## config.mk

```make
export PLATFORM = sky130hd
export DESIGN_NAME = digital_clock_row_renderer
export DESIGN_NICKNAME = d
export VERILOG_FILES = /design/src/design/dcrr_pkg.sv /design/src/design/dcrr_time_split.sv /design/src/design/digital_clock_row_renderer.sv
export SDC_FILE = /design/constraint.sdc
export NUM_CORES = 1
export LEC_CHECK = 0
export ABC_AREA = 1
export BUFFER_PORTS_ARGS = -buffer_cell sky130_fd_sc_hd__buf_2
export CAP_MARGIN = 30
export CORE_ASPECT_RATIO = 1.1
export CORE_UTILIZATION = 29
export CTS_BUF_LIST = sky130_fd_sc_hd__clkbuf_16
export CTS_CLUSTER_SIZE = 40
export DETAILED_ROUTE_END_ITERATION = 8
export PLACE_DENSITY = 0.46
export SETUP_SLACK_MARGIN = 0.05
export SLEW_MARGIN = 40
export SYNTH_ARGS = -nofsm -noshare
export SYNTH_HDL_FRONTEND = slang
export SYNTH_HIERARCHICAL = 1
export SYNTH_SLANG_ARGS = --single-unit
```

## constraint.sdc

```tcl
create_clock -name i_clk -period 4.8 [get_ports i_clk]
set_clock_uncertainty 0.1 [all_clocks]
set_input_delay 0.72 -clock i_clk [delete_from_list [all_inputs] [get_ports i_clk]]
set_output_delay 0.72 -clock i_clk [all_outputs]
set_load 0.01 [all_outputs]
```

## src/design/dcrr_pkg.sv

```systemverilog
`default_nettype none

package dcrr_pkg;

    // One day in milliseconds; a single subtraction wraps any 27-bit time
    localparam logic [26:0] DAY_MS = 27'd86400000;

    // Reciprocal constants: floor(x / d) = (x * RECIP) >> SHIFT, exact over the used range
    // Seconds: (t >> 3) / 125, t below one day
    localparam logic [24:0] RECIP_125  = 25'd17179870;
    localparam int          SHIFT_125  = 31;
    // Minutes: (x >> 2) / 15, x below 86400 seconds
    localparam logic [15:0] RECIP_15_S = 16'd34953;
    localparam int          SHIFT_15_S = 19;
    // Hours: (x >> 2) / 15, x below 1440 minutes
    localparam logic [9:0]  RECIP_15_M = 10'd547;
    localparam int          SHIFT_15_M = 13;

    // Border timing in seconds
    localparam logic signed [7:0] TOP_RIGHT_END  = 8'sd7;
    localparam logic signed [7:0] RIGHT_END      = 8'sd23;
    localparam logic signed [7:0] BOTTOM_START   = 8'sd21;
    localparam logic signed [7:0] LEFT_START     = 8'sd36;
    localparam logic signed [7:0] TOP_LEFT_END   = 8'sd67;
    localparam logic [5:0]        TOP_LEFT_START = 6'd51;
    localparam logic [15:0]       TOP_RIGHT_MASK = 16'h00FF;

    // Row layout
    localparam logic [3:0] ROW_TOP      = 4'd0;
    localparam logic [3:0] ROW_BOTTOM   = 4'd15;
    localparam logic [3:0] ROW_HRS_TOP  = 4'd2;
    localparam logic [3:0] ROW_MINS_TOP = 4'd9;

    // Decoded time handed from the divider pipeline to the renderer
    typedef struct packed {
        logic [5:0] sec;
        logic [3:0] hrs_tens;
        logic [3:0] hrs_units;
        logic [5:0] mins;
    } t_time_fields;

    // Tens digit of a value below 64
    function automatic logic [3:0] tens_of(input logic [5:0] v);
        if (v >= 6'd60)      return 4'd6;
        else if (v >= 6'd50) return 4'd5;
        else if (v >= 6'd40) return 4'd4;
        else if (v >= 6'd30) return 4'd3;
        else if (v >= 6'd20) return 4'd2;
        else if (v >= 6'd10) return 4'd1;
        else                 return 4'd0;
    endfunction

    // Units digit of a value below 64
    function automatic logic [3:0] units_of(input logic [5:0] v);
        logic [5:0] t10;
        t10 = 6'(tens_of(v)) * 6'd10;
        return 4'(v - t10);
    endfunction

    // 5x3 font, digit taken modulo 10
    function automatic logic [14:0] glyph(input logic [3:0] d);
        case (d)
            4'd0, 4'd10: return 15'h7B6F;
            4'd1, 4'd11: return 15'h2492;
            4'd2, 4'd12: return 15'h73E7;
            4'd3, 4'd13: return 15'h73CF;
            4'd4, 4'd14: return 15'h5BC9;
            4'd5, 4'd15: return 15'h79CF;
            4'd6:        return 15'h79EF;
            4'd7:        return 15'h7249;
            4'd8:        return 15'h7BEF;
            4'd9:        return 15'h7BCF;
            default:     return 15'h7B6F;
        endcase
    endfunction

    // Three pixels of digit row r, 0 top .. 4 bottom
    function automatic logic [2:0] glyph_row(input logic [3:0] d, input logic [2:0] r);
        logic [14:0] g;
        g = glyph(d);
        case (r)
            3'd0:    return g[14:12];
            3'd1:    return g[11:9];
            3'd2:    return g[8:6];
            3'd3:    return g[5:3];
            3'd4:    return g[2:0];
            default: return 3'd0;
        endcase
    endfunction

    // Low k bits set, k clamped to 0..16
    function automatic logic [15:0] low_ones(input logic signed [7:0] k);
        logic [16:0] m;
        m = (17'd1 << k[3:0]) - 17'd1;
        if (k <= 8'sd0)       return 16'h0000;
        else if (k >= 8'sd16) return 16'hFFFF;
        else                  return m[15:0];
    endfunction

endpackage

`default_nettype wire

```

## src/design/dcrr_time_split.sv

```systemverilog
`default_nettype none

// Five-stage split of milliseconds into seconds, minutes and hour digits
module dcrr_time_split
    import dcrr_pkg::*;
(
    input  wire logic         i_clk,
    input  wire logic         i_rst_n,
    input  wire logic         i_valid,
    input  wire logic [26:0]  i_time_ms,
    input  wire logic [3:0]   i_row,
    output logic              o_valid,
    output logic [3:0]        o_row,
    output t_time_fields      o_fields
);

    // Stage registers
    logic        r_v1, r_v2, r_v3, r_v4, r_v5;
    logic [3:0]  r_row1, r_row2, r_row3, r_row4, r_row5;
    logic [26:0] r_t1;
    logic [16:0] r_tsec2, r_tsec3;
    logic [10:0] r_tmin3, r_tmin4;
    logic [5:0]  r_sec4, r_sec5;
    logic [4:0]  r_hrs4;
    logic [5:0]  r_mins5;
    logic [3:0]  r_htens5, r_hunits5;

    logic [26:0] n_t1;
    logic [48:0] n_prod2;
    logic [30:0] n_prod3;
    logic [18:0] n_prod4;
    logic [16:0] n_min60_4;
    logic [16:0] n_sec4_full;
    logic [10:0] n_hrs60_5;
    logic [10:0] n_mins5_full;
    logic [5:0]  n_hrs5;

    // Stage 1: wrap past one day
    assign n_t1 = (i_time_ms >= DAY_MS) ? (i_time_ms - DAY_MS) : i_time_ms;

    // Stage 2: seconds since midnight
    assign n_prod2 = 49'(r_t1[26:3]) * 49'(RECIP_125);

    // Stage 3: minutes since midnight
    assign n_prod3 = 31'(r_tsec2[16:2]) * 31'(RECIP_15_S);

    // Stage 4: seconds within the minute, hours
    assign n_min60_4   = 17'({r_tmin3, 6'b0}) - 17'({r_tmin3, 2'b0});
    assign n_sec4_full = r_tsec3 - n_min60_4;
    assign n_prod4     = 19'(r_tmin3[10:2]) * 19'(RECIP_15_M);

    // Stage 5: minutes within the hour, hour digits
    assign n_hrs60_5    = 11'({r_hrs4, 6'b0}) - 11'({r_hrs4, 2'b0});
    assign n_mins5_full = r_tmin4 - n_hrs60_5;
    assign n_hrs5       = {1'b0, r_hrs4};

    // Valid pipeline
    always_ff @(posedge i_clk) begin
        if (!i_rst_n) begin
            r_v1 <= 1'b0;
            r_v2 <= 1'b0;
            r_v3 <= 1'b0;
            r_v4 <= 1'b0;
            r_v5 <= 1'b0;
        end else begin
            r_v1 <= i_valid;
            r_v2 <= r_v1;
            r_v3 <= r_v2;
            r_v4 <= r_v3;
            r_v5 <= r_v4;
        end
    end

    // Payload pipeline
    always_ff @(posedge i_clk) begin
        r_t1      <= n_t1;
        r_row1    <= i_row;
        r_tsec2   <= n_prod2[SHIFT_125 +: 17];
        r_row2    <= r_row1;
        r_tsec3   <= r_tsec2;
        r_tmin3   <= n_prod3[SHIFT_15_S +: 11];
        r_row3    <= r_row2;
        r_sec4    <= n_sec4_full[5:0];
        r_hrs4    <= n_prod4[SHIFT_15_M +: 5];
        r_tmin4   <= r_tmin3;
        r_row4    <= r_row3;
        r_sec5    <= r_sec4;
        r_mins5   <= n_mins5_full[5:0];
        r_htens5  <= tens_of(n_hrs5);
        r_hunits5 <= units_of(n_hrs5);
        r_row5    <= r_row4;
    end

    assign o_valid            = r_v5;
    assign o_row              = r_row5;
    assign o_fields.sec       = r_sec5;
    assign o_fields.hrs_tens  = r_htens5;
    assign o_fields.hrs_units = r_hunits5;
    assign o_fields.mins      = r_mins5;

endmodule

`default_nettype wire

```

## src/design/digital_clock_row_renderer.sv

```systemverilog
`default_nettype none

// Digital clock row renderer for a 16x16 LED matrix.
// A request carries a time of day in milliseconds and a row number; the block
// answers with that row's 16-bit pixel word (bit 15 is the leftmost column).
// Hours sit on rows 2..6, minutes on rows 9..13, and a border fills clockwise
// with the seconds from the top center.
// Request channel: a transaction is taken at a rising edge with start high and
// busy low. busy is held low: the pipeline never stalls, so a request may be
// issued on every cycle.
// Result channel: o_valid is high for exactly one cycle with o_row_bits; the
// receiver takes it at the edge ending that cycle and cannot hold it off.
// A request passes six register stages (five of wrap, reciprocal multiplies and
// digit split, one render; the first loads on the accepting edge), and o_valid
// rises as the last one loads.
// Throughput: one result per cycle, set by the fully pipelined datapath.
// Reset (i_rst_n low, synchronous) clears all valid bits; requests in flight are
// dropped and no result is shown until a new request passes through.
module digital_clock_row_renderer
    import dcrr_pkg::*;
(
    input  wire logic         i_clk,
    input  wire logic         i_rst_n,
    input  wire logic         start,
    output logic              busy,
    input  wire logic [26:0]  i_time_ms,
    input  wire logic [3:0]   i_row_index,
    output logic              o_valid,
    output logic [15:0]       o_row_bits
);

    logic         s_valid;
    logic [3:0]   s_row;
    t_time_fields s_fields;

    logic         r_valid;
    logic [15:0]  r_row_bits;
    logic [15:0]  n_row_bits;

    logic signed [7:0] s8;
    logic [15:0]  rb;
    logic [15:0]  lb;
    logic [3:0]   rb_idx;
    logic [3:0]   lb_idx;
    logic [2:0]   dig_row;
    logic [3:0]   mins_tens;
    logic [3:0]   mins_units;

    assign busy = 1'b0;

    // Time decomposition pipeline
    dcrr_time_split u_split (
        .i_clk     (i_clk),
        .i_rst_n   (i_rst_n),
        .i_valid   (start),
        .i_time_ms (i_time_ms),
        .i_row     (i_row_index),
        .o_valid   (s_valid),
        .o_row     (s_row),
        .o_fields  (s_fields)
    );

    assign mins_tens  = tens_of(s_fields.mins);
    assign mins_units = units_of(s_fields.mins);

    // Border bars and digits for the requested row
    always_comb begin
        s8         = $signed({2'b00, s_fields.sec});
        rb         = ~low_ones(RIGHT_END - s8);
        lb         = low_ones(s8 - LEFT_START);
        rb_idx     = 4'(5'd16 - {1'b0, s_row});
        lb_idx     = ~s_row;
        dig_row    = 3'd0;
        n_row_bits = 16'h0000;

        if (s_row == ROW_TOP) begin
            n_row_bits = ~low_ones(TOP_RIGHT_END - s8) & TOP_RIGHT_MASK;
            if (s_fields.sec > TOP_LEFT_START)
                n_row_bits = n_row_bits | ~low_ones(TOP_LEFT_END - s8);
        end else if (s_row == ROW_BOTTOM) begin
            if (s8 > BOTTOM_START)
                n_row_bits = low_ones(s8 - BOTTOM_START);
        end else begin
            if (s8 > TOP_RIGHT_END)
                n_row_bits[0] = rb[rb_idx];
            if (s8 > LEFT_START)
                n_row_bits[15] = lb[lb_idx];
        end

        // Hours and minutes digits
        if (s_row inside {[4'd2:4'd6]}) begin
            dig_row          = 3'(s_row - ROW_HRS_TOP);
            n_row_bits[11:9] = n_row_bits[11:9] | glyph_row(s_fields.hrs_tens, dig_row);
            n_row_bits[6:4]  = n_row_bits[6:4] | glyph_row(s_fields.hrs_units, dig_row);
        end else if (s_row inside {[4'd9:4'd13]}) begin
            dig_row          = 3'(s_row - ROW_MINS_TOP);
            n_row_bits[11:9] = n_row_bits[11:9] | glyph_row(mins_tens, dig_row);
            n_row_bits[6:4]  = n_row_bits[6:4] | glyph_row(mins_units, dig_row);
        end
    end

    // Output register
    always_ff @(posedge i_clk) begin
        if (!i_rst_n) begin
            r_valid <= 1'b0;
        end else begin
            r_valid <= s_valid;
        end
    end

    always_ff @(posedge i_clk) begin
        r_row_bits <= n_row_bits;
    end

    assign o_valid    = r_valid;
    assign o_row_bits = r_row_bits;

endmodule

`default_nettype wire

```

==> results.cfg, run 1 <==
[status]
outcome = complete, but fails checks
violations = negative setup slack

[yosys]
netlist.top_cell.by_area = sky130_fd_sc_hd__ha_1
synth-async-reset-ratio = 0
synth.distinct_cells = 61
netlist_instances = 2727
synth_top_cells_by_area = sky130_fd_sc_hd__ha_1 26%, sky130_fd_sc_hd__fa_1 20%, sky130_fd_sc_hd__dfxtp_1 13%
synth-edff-count = 0
synth.top_cell.area_share = 0.260
synth-warning-count = 6
synth-seq-cells = 135
dominantRegCellSynth = sky130_fd_sc_hd__dfxtp_1
mappedNetlistArea_um2 = 21200
synth-seq-area-share = 0.128
syn-mean-instance-area_um2 = 7.76

[routing]
detailedRoute.firstIterationViolations = 733
wirelength_um = 60900
dr_wl_met2_um = 31800
via_per_inst = 4.62
uppermost_layer_routed = met4
drt_pre_antenna_iters = 6
post_detailed_route_count_of_antenna_violating_nets = 0
detailroute.wirelength.met3_um = 1300
routedLengthMet1_um = 26400
routed_vias = 17811
avgRoutedWirePerCell_um = 15.8
drc = 0

[final_layout]
fraction_of_layout_cells_with_a_size_suffix_above_1 = 0.163
diodes = 0
syn2layout_area_growth_pct = 19.1
fillCellCount = 7572
final_nets = 3581
layout.cells.most_common = sky130_fd_sc_hd__inv_1
most_frequent_cells_in_the_layout = 623 x sky130_fd_sc_hd__inv_1, 421 x sky130_fd_sc_hd__nand2_1, 413 x sky130_fd_sc_hd__ha_1

[sta]
fin_crit_sh = 1.11
max_freq_ghz = 0.188
final_worst_path_setup_slack_ns = -0.524
worst_max_slew_pin_slew_ns = 0.679
unrepaired_setup_endpoints_after_global_routing = true
setup_viol = 17
finalSetupTns_ns = -7.79
drv_slew = 0
hold_violations = 0
finalWorstPathRequiredPeriod_ns = 5.32
maxSlewHeadroom = 0.547

[die]
dieWidth_um = 260
die_area_um2 = 74100
floorplan.rows = 103
die_h_um = 285
placeable_core_region_um2 = 72000
boundaryPins = 52
initial_core_util = 0.294

[run]
maxCapViolations = 0

[global_route]
antenna_found_initial = 0
grt_first_pass_wirelength_um = 97600
global_route.usage.total = 0.168
first_global_vias = 18333
maximum_number_of_pins_on_one_net_before_global_route_repair = 31
grt-ovfl-total = 0

[clock_tree]
cts_hold_buffers = 0
worst_skew_pair.late_latency_ns = 0.49
clock_tree_from_tritoncts = done
cts.clk_slew.worst_paths_ns = 0.07
depth_of_the_cts_h_tree = 4
cts_buffer_count = 17
clockRootBuffer = sky130_fd_sc_hd__clkbuf_16
cts_max_path_buffers = 2
clkSinkCount = 135

[worst_hold_path]
worst_hold_path.num_cells = 0
hold_start = u_split/r_tsec3[1]$_DFF_P_
path_category_of_the_worst_min_delay_check = register to register
worstHoldEndpoint = u_split/r_sec4[1]$_DFF_P_

[critical_path]
critical_r2r_capture = u_split/r_tsec2[16]$_DFF_P_
r2r_cells = 20
reg2reg_from = u_split/r_t1[23]$_DFF_P_
timing_worst_setup_path_type = register to register
worst_path_arrival_ns = 5.60
start_kind = register
regToRegSetupSlack_ns = -0.52
crit_fanout = 4
timing.critical_path.required_ns = 5.08
setup.worst_path.end_class = register

[placement]
gp_congestion = 0.892
place_ws_ns = -0.677
dpl.hpwl_um = 53200
portBuffers = 50
## area by class of cell
cell class | count | area [um2] | area share
clock buffers | 17 | 425 | 0.0169
clock inverters | 15 | 199 | 0.00789
inverters | 654 | 2460 | 0.0976
multi-input cells | 1915 | 16800 | 0.667
flip-flops and latches | 135 | 2750 | 0.109
well taps | 945 | 1180 | 0.0469
repair buffers | 177 | 1370 | 0.0543
## cells by family after synthesis
logic type	Yosys count	synth area share
AOI/OAI and AO/OA	349	0.0966
xor gates and xnor gates	41	0.0177
adders and majority gates	647	0.456
buffers and inverters	678	0.123
DFF	135	0.128
other	2	0.000355
and+or+nand+nor	875	0.179
## timing repair
action / in CTS / in global routing
gates resized for setup: 113 / 81
setup buffers: 6 / 4
pin swaps: 79 / 77
setup endpoints to repair: 17 / 17
## worst max-delay path by stage
stage	startpoint	end	slack (ns)
floorplan	u_split/r_t1[20]$_DFF_P_	u_split/r_tsec2[16]$_DFF_P_	-0.29
global placement	u_split/r_t1[25]$_DFF_P_	u_split/r_tsec2[12]$_DFF_P_	-0.71
detailed placement	u_split/r_t1[14]$_DFF_P_	u_split/r_tsec2[16]$_DFF_P_	-0.68
CTS	u_split/r_t1[24]$_DFF_P_	u_split/r_tsec2[16]$_DFF_P_	-0.55
global route	u_split/r_t1[23]$_DFF_P_	u_split/r_tsec2[16]$_DFF_P_	-0.70
finish	u_split/r_t1[23]$_DFF_P_	u_split/r_tsec2[16]$_DFF_P_	-0.52
## layer usage
layer	GRT usage	vias to the layer above
met2	0.313	265
met1	0.201	8510
met4	0.0506	0
met3	0.0176	60
met5	0	-
li1	-	8976
## sequential cells by signal (all words and copies together), names as in the netlist, 5 cells and up
register         cells
u_split/r_mins5      6
u_split/r_t1        24
u_split/r_hrs4       5
o_row_bits          16
u_split/r_sec4       6
u_split/r_sec5       6
u_split/r_tmin4      6
u_split/r_tsec3      6
u_split/r_tmin3     11
u_split/r_tsec2     17
## through the flow
stage,hold WS [ns],area [um2],utilization,std cells
detailed placement,0.213,23700,0.329,3817
CTS,0.192,24800,0.345,3855
finish,0.226,25200,0.350,3858
global placement,0.210,23700,0.329,3817
global route,0.208,25200,0.350,3858
floorplan,0.210,21400,-,2728
## critical path: stages, from the launching register on
cell	delay (ns)
sky130_fd_sc_hd__dfxtp_4	0.36
sky130_fd_sc_hd__buf_12	0.12
sky130_fd_sc_hd__fa_1	0.53
sky130_fd_sc_hd__inv_1	0.05
sky130_fd_sc_hd__fa_1	0.49
sky130_fd_sc_hd__inv_2	0.05
sky130_fd_sc_hd__ha_4	0.21
sky130_fd_sc_hd__fa_2	0.54
sky130_fd_sc_hd__fa_2	0.44
sky130_fd_sc_hd__fa_1	0.49
sky130_fd_sc_hd__inv_1	0.05
sky130_fd_sc_hd__fa_1	0.51
sky130_fd_sc_hd__inv_2	0.05
sky130_fd_sc_hd__ha_4	0.31
sky130_fd_sc_hd__nand2_4	0.09
sky130_fd_sc_hd__nor2_4	0.18
sky130_fd_sc_hd__nand2_2	0.12
sky130_fd_sc_hd__nor4_2	0.27
sky130_fd_sc_hd__nand2_1	0.10
sky130_fd_sc_hd__nand4_1	0.07
sky130_fd_sc_hd__nand2_1	0.06
## Yosys cell counts (3+ instances only)
library cell	n
sky130_fd_sc_hd__a311oi_1	3
sky130_fd_sc_hd__o211ai_1	6
sky130_fd_sc_hd__o21ai_1	9
sky130_fd_sc_hd__xor2_1	28
sky130_fd_sc_hd__a211oi_1	4
sky130_fd_sc_hd__clkbuf_1	7
sky130_fd_sc_hd__o31ai_1	3
sky130_fd_sc_hd__nand3b_1	6
sky130_fd_sc_hd__buf_4	6
sky130_fd_sc_hd__a31oi_1	10
sky130_fd_sc_hd__a21o_1	10
sky130_fd_sc_hd__o21ai_2	19
sky130_fd_sc_hd__nor2_2	6
sky130_fd_sc_hd__a21oi_1	136
sky130_fd_sc_hd__ha_1	440
sky130_fd_sc_hd__buf_2	7
sky130_fd_sc_hd__nor4_1	13
sky130_fd_sc_hd__inv_1	644
sky130_fd_sc_hd__o21ai_0	104
sky130_fd_sc_hd__nand4_1	33
sky130_fd_sc_hd__xnor2_1	11
sky130_fd_sc_hd__o21a_1	9
sky130_fd_sc_hd__nor3_1	27
sky130_fd_sc_hd__inv_2	8
sky130_fd_sc_hd__dfxtp_1	135
sky130_fd_sc_hd__fa_1	207
sky130_fd_sc_hd__nand3_1	121
sky130_fd_sc_hd__o22ai_1	3
sky130_fd_sc_hd__nand2_2	22
sky130_fd_sc_hd__nand2_1	453
sky130_fd_sc_hd__and2_1	4
sky130_fd_sc_hd__nor2_4	4
sky130_fd_sc_hd__o2111ai_1	4
sky130_fd_sc_hd__nor2_1	175
sky130_fd_sc_hd__o21bai_1	13
Power of run 1 is not shown: default switching activity piles up to over one toggle a cycle in this logic, so the estimate is an artifact.
==> run 2: changes to the inputs <==
--- a/config.mk
+++ b/config.mk
@@ -18,5 +18,4 @@
 export SLEW_MARGIN = 40
 export SYNTH_ARGS = -nofsm -noshare
 export SYNTH_HDL_FRONTEND = slang
-export SYNTH_HIERARCHICAL = 1
 export SYNTH_SLANG_ARGS = --single-unit
==> run 2 against run 1 <==
- the flow still finishes with violations (negative setup slack)
- sequential cell count rose by 11
- non-clock buffer count rose by 20
- setup slack got worse by 0.11 ns
- critical path depth rose by 1
- maximum frequency fell by 2.1%
- sequential share of layout area rose by 1.2 points
- area after synthesis fell by 4.4%
- worst hold slack got worse by 0.0099 ns
- cell area fell by 2.8%
- via count fell by 6.8%
- cell count fell by 5.7%
==> results.cfg, run 2 <==
[global_route]
grt-ovfl-total = 0
maximum_number_of_pins_on_one_net_before_global_route_repair = 25
first_global_vias = 17333
global_route.usage.total = 0.157
grt_first_pass_wirelength_um = 88100
antenna_found_initial = 0

[yosys]
post-synth-top-count-cell = sky130_fd_sc_hd__inv_1
mappedNetlistArea_um2 = 20200
synth-edff-count = 0
synth.distinct_cells = 56
synth-seq-cells = 146
synth.top_cell.area_share = 0.265
dominantRegCellSynth = sky130_fd_sc_hd__dfxtp_1
syn-num-nets = 3170
netlist.top_cell.by_area = sky130_fd_sc_hd__ha_1
synth_top_cells_by_area = sky130_fd_sc_hd__ha_1 27%, sky130_fd_sc_hd__fa_1 20%, sky130_fd_sc_hd__dfxtp_1 14%
netlist_instances = 2500
synth-async-reset-ratio = 0
synth-warning-count = 0
syn-mean-instance-area_um2 = 8.09
synth-seq-area-share = 0.144
ys_top_cells_by_count = 579 x sky130_fd_sc_hd__inv_1, 429 x sky130_fd_sc_hd__ha_1, 356 x sky130_fd_sc_hd__nand2_1

[die]
die_area_um2 = 70800
die_h_um = 279
floorplan.rows = 101
dieWidth_um = 254
boundaryPins = 52
initial_core_util = 0.293
placeable_core_region_um2 = 69000

[final_layout]
diodes = 0
layout.cells.most_common = sky130_fd_sc_hd__inv_1
finish.utilization = 0.355
most_frequent_cells_in_the_layout = 561 x sky130_fd_sc_hd__inv_1, 397 x sky130_fd_sc_hd__ha_1, 323 x sky130_fd_sc_hd__nand2_1
syn2layout_area_growth_pct = 21.0
final_nets = 3368
fraction_of_layout_cells_with_a_size_suffix_above_1 = 0.176

[routing]
detailroute.wirelength.met3_um = 1270
drt_pre_antenna_iters = 6
drc = 0
wirelength_um = 54500
dr_wl_met2_um = 28800
post_detailed_route_count_of_antenna_violating_nets = 0
detailedRoute.firstIterationViolations = 618
routedLengthMet1_um = 23500
via_per_inst = 4.56
avgRoutedWirePerCell_um = 15.0
routed_vias = 16594
uppermost_layer_routed = met4

[critical_path]
setup.worst_path.end_class = register
worst_path_arrival_ns = 5.73
worstPathCellList = fa_1 > inv_1 > fa_1 > inv_2 > ha_4 > fa_1 > fa_1 > fa_1 > inv_2 > fa_1 > inv_2 > ha_4 > nand2_4 > nor2_4 > nand2_2 > nor4_4 > nand3_2 > nand3_4 > a21oi_2 > o21bai_1 > xor2_1
timing_worst_setup_path_type = register to register
path_common_cell = sky130_fd_sc_hd__fa_1
crit_fanout = 6
timing.critical_path.required_ns = 5.09
timing.critical_path.slowest_cell_delay_ns = 0.55
critical-path-slowest-cell = sky130_fd_sc_hd__fa_1
start_kind = register
r2r_cells = 21

[clock_tree]
depth_of_the_cts_h_tree = 4
cts.clk_slew.worst_paths_ns = 0.06
cts_hold_buffers = 0
cts_buffer_count = 17
clockRootBuffer = sky130_fd_sc_hd__clkbuf_16
clock_tree_from_tritoncts = done
clkSinkCount = 146
cts_max_path_buffers = 2
worst_skew_pair.late_latency_ns = 0.47

[sta]
finalWorstPathRequiredPeriod_ns = 5.44
max_freq_ghz = 0.184
final_worst_path_setup_slack_ns = -0.636
worst_max_slew_pin_slew_ns = 0.714
maxSlewHeadroom = 0.524
drv_slew = 0
setup_viol = 17
finalSetupTns_ns = -9.53
unrepaired_setup_endpoints_after_global_routing = true
fin_crit_sh = 1.13
hold_violations = 0

[placement]
portBuffers = 50
gp_congestion = 0.882
dpl.hpwl_um = 47300
place_ws_ns = -0.798

[worst_hold_path]
worst_hold_path.num_cells = 0
path_category_of_the_worst_min_delay_check = register to register

[status]
violations = negative setup slack
outcome = complete, but fails checks

[run]
maxCapViolations = 0
[run 2: kinds of logic after synthesis]
logic type,Yosys count,share of synthesized area
DFF,146,0.144
AOI/OAI and AO/OA,317,0.0877
adders and majority gates,636,0.470
other,1,0.000185
xor gates and xnor gates,61,0.0264
muxes,1,0.000556
buffers and inverters,610,0.115
and+or+nand+nor,728,0.155
[run 2: worst paths after layout]
path,slack [ns],start,endpoint
setup / recovery,-0.64,u_split.r_t1[21]$_DFF_P_,u_split.r_tsec2[13]$_DFF_P_
setup reg to reg,-0.64,u_split.r_t1[21]$_DFF_P_,u_split.r_tsec2[13]$_DFF_P_
hold / removal,0.22,u_split.r_tsec2[0]$_DFF_P_,u_split.r_tsec3[0]$_DFF_P_
hold reg to reg,0.22,u_split.r_tsec2[0]$_DFF_P_,u_split.r_tsec3[0]$_DFF_P_
[run 2: layout make-up]
class,instances,area (um2)
timing repair buffer,197,1480
tap,927,1160
multi-input combinational,1744,16100
clock buffer,17,425
inverter,592,2220
sequential,146,2980
fill,7263,44500
clock inverter,14,130
[run 2: critical path, delay by kind of cell (launching register included)]
kind | cells | cell delay [ns]
fa+ha+maj | 8 | 3.54
simple gates | 6 | 0.78
flops | 1 | 0.38
compound gates | 2 | 0.22
buf+inv | 4 | 0.19
xor+xnor | 1 | 0.15
[run 2: metrics by stage]
step	hold WS, ns	cells	area [um2]
global placement	0.210	3590	22900
detailed placement	0.213	3590	22900
CTS	0.216	3629	24000
finish	0.216	3637	24500
global route	0.225	3637	24500
floorplan	0.210	2500	20600
[run 2: routing by layer]
metal / vias up / global-route usage
met1: 7986 / 0.187
met2: 208 / 0.293
met3: 55 / 0.0210
li1: 8345 / -
met4: 0 / 0.0377
met5: - / 0
[run 2: timing repair]
| item | CTS | global route |
|---|---|---|
| gates resized for setup | 104 | 99 |
| endpoints found under the setup margin | 17 | 19 |
| pin swaps | 73 | 49 |
| buffers inserted | 8 | 9 |
Power of run 2 is left out for the same reason.
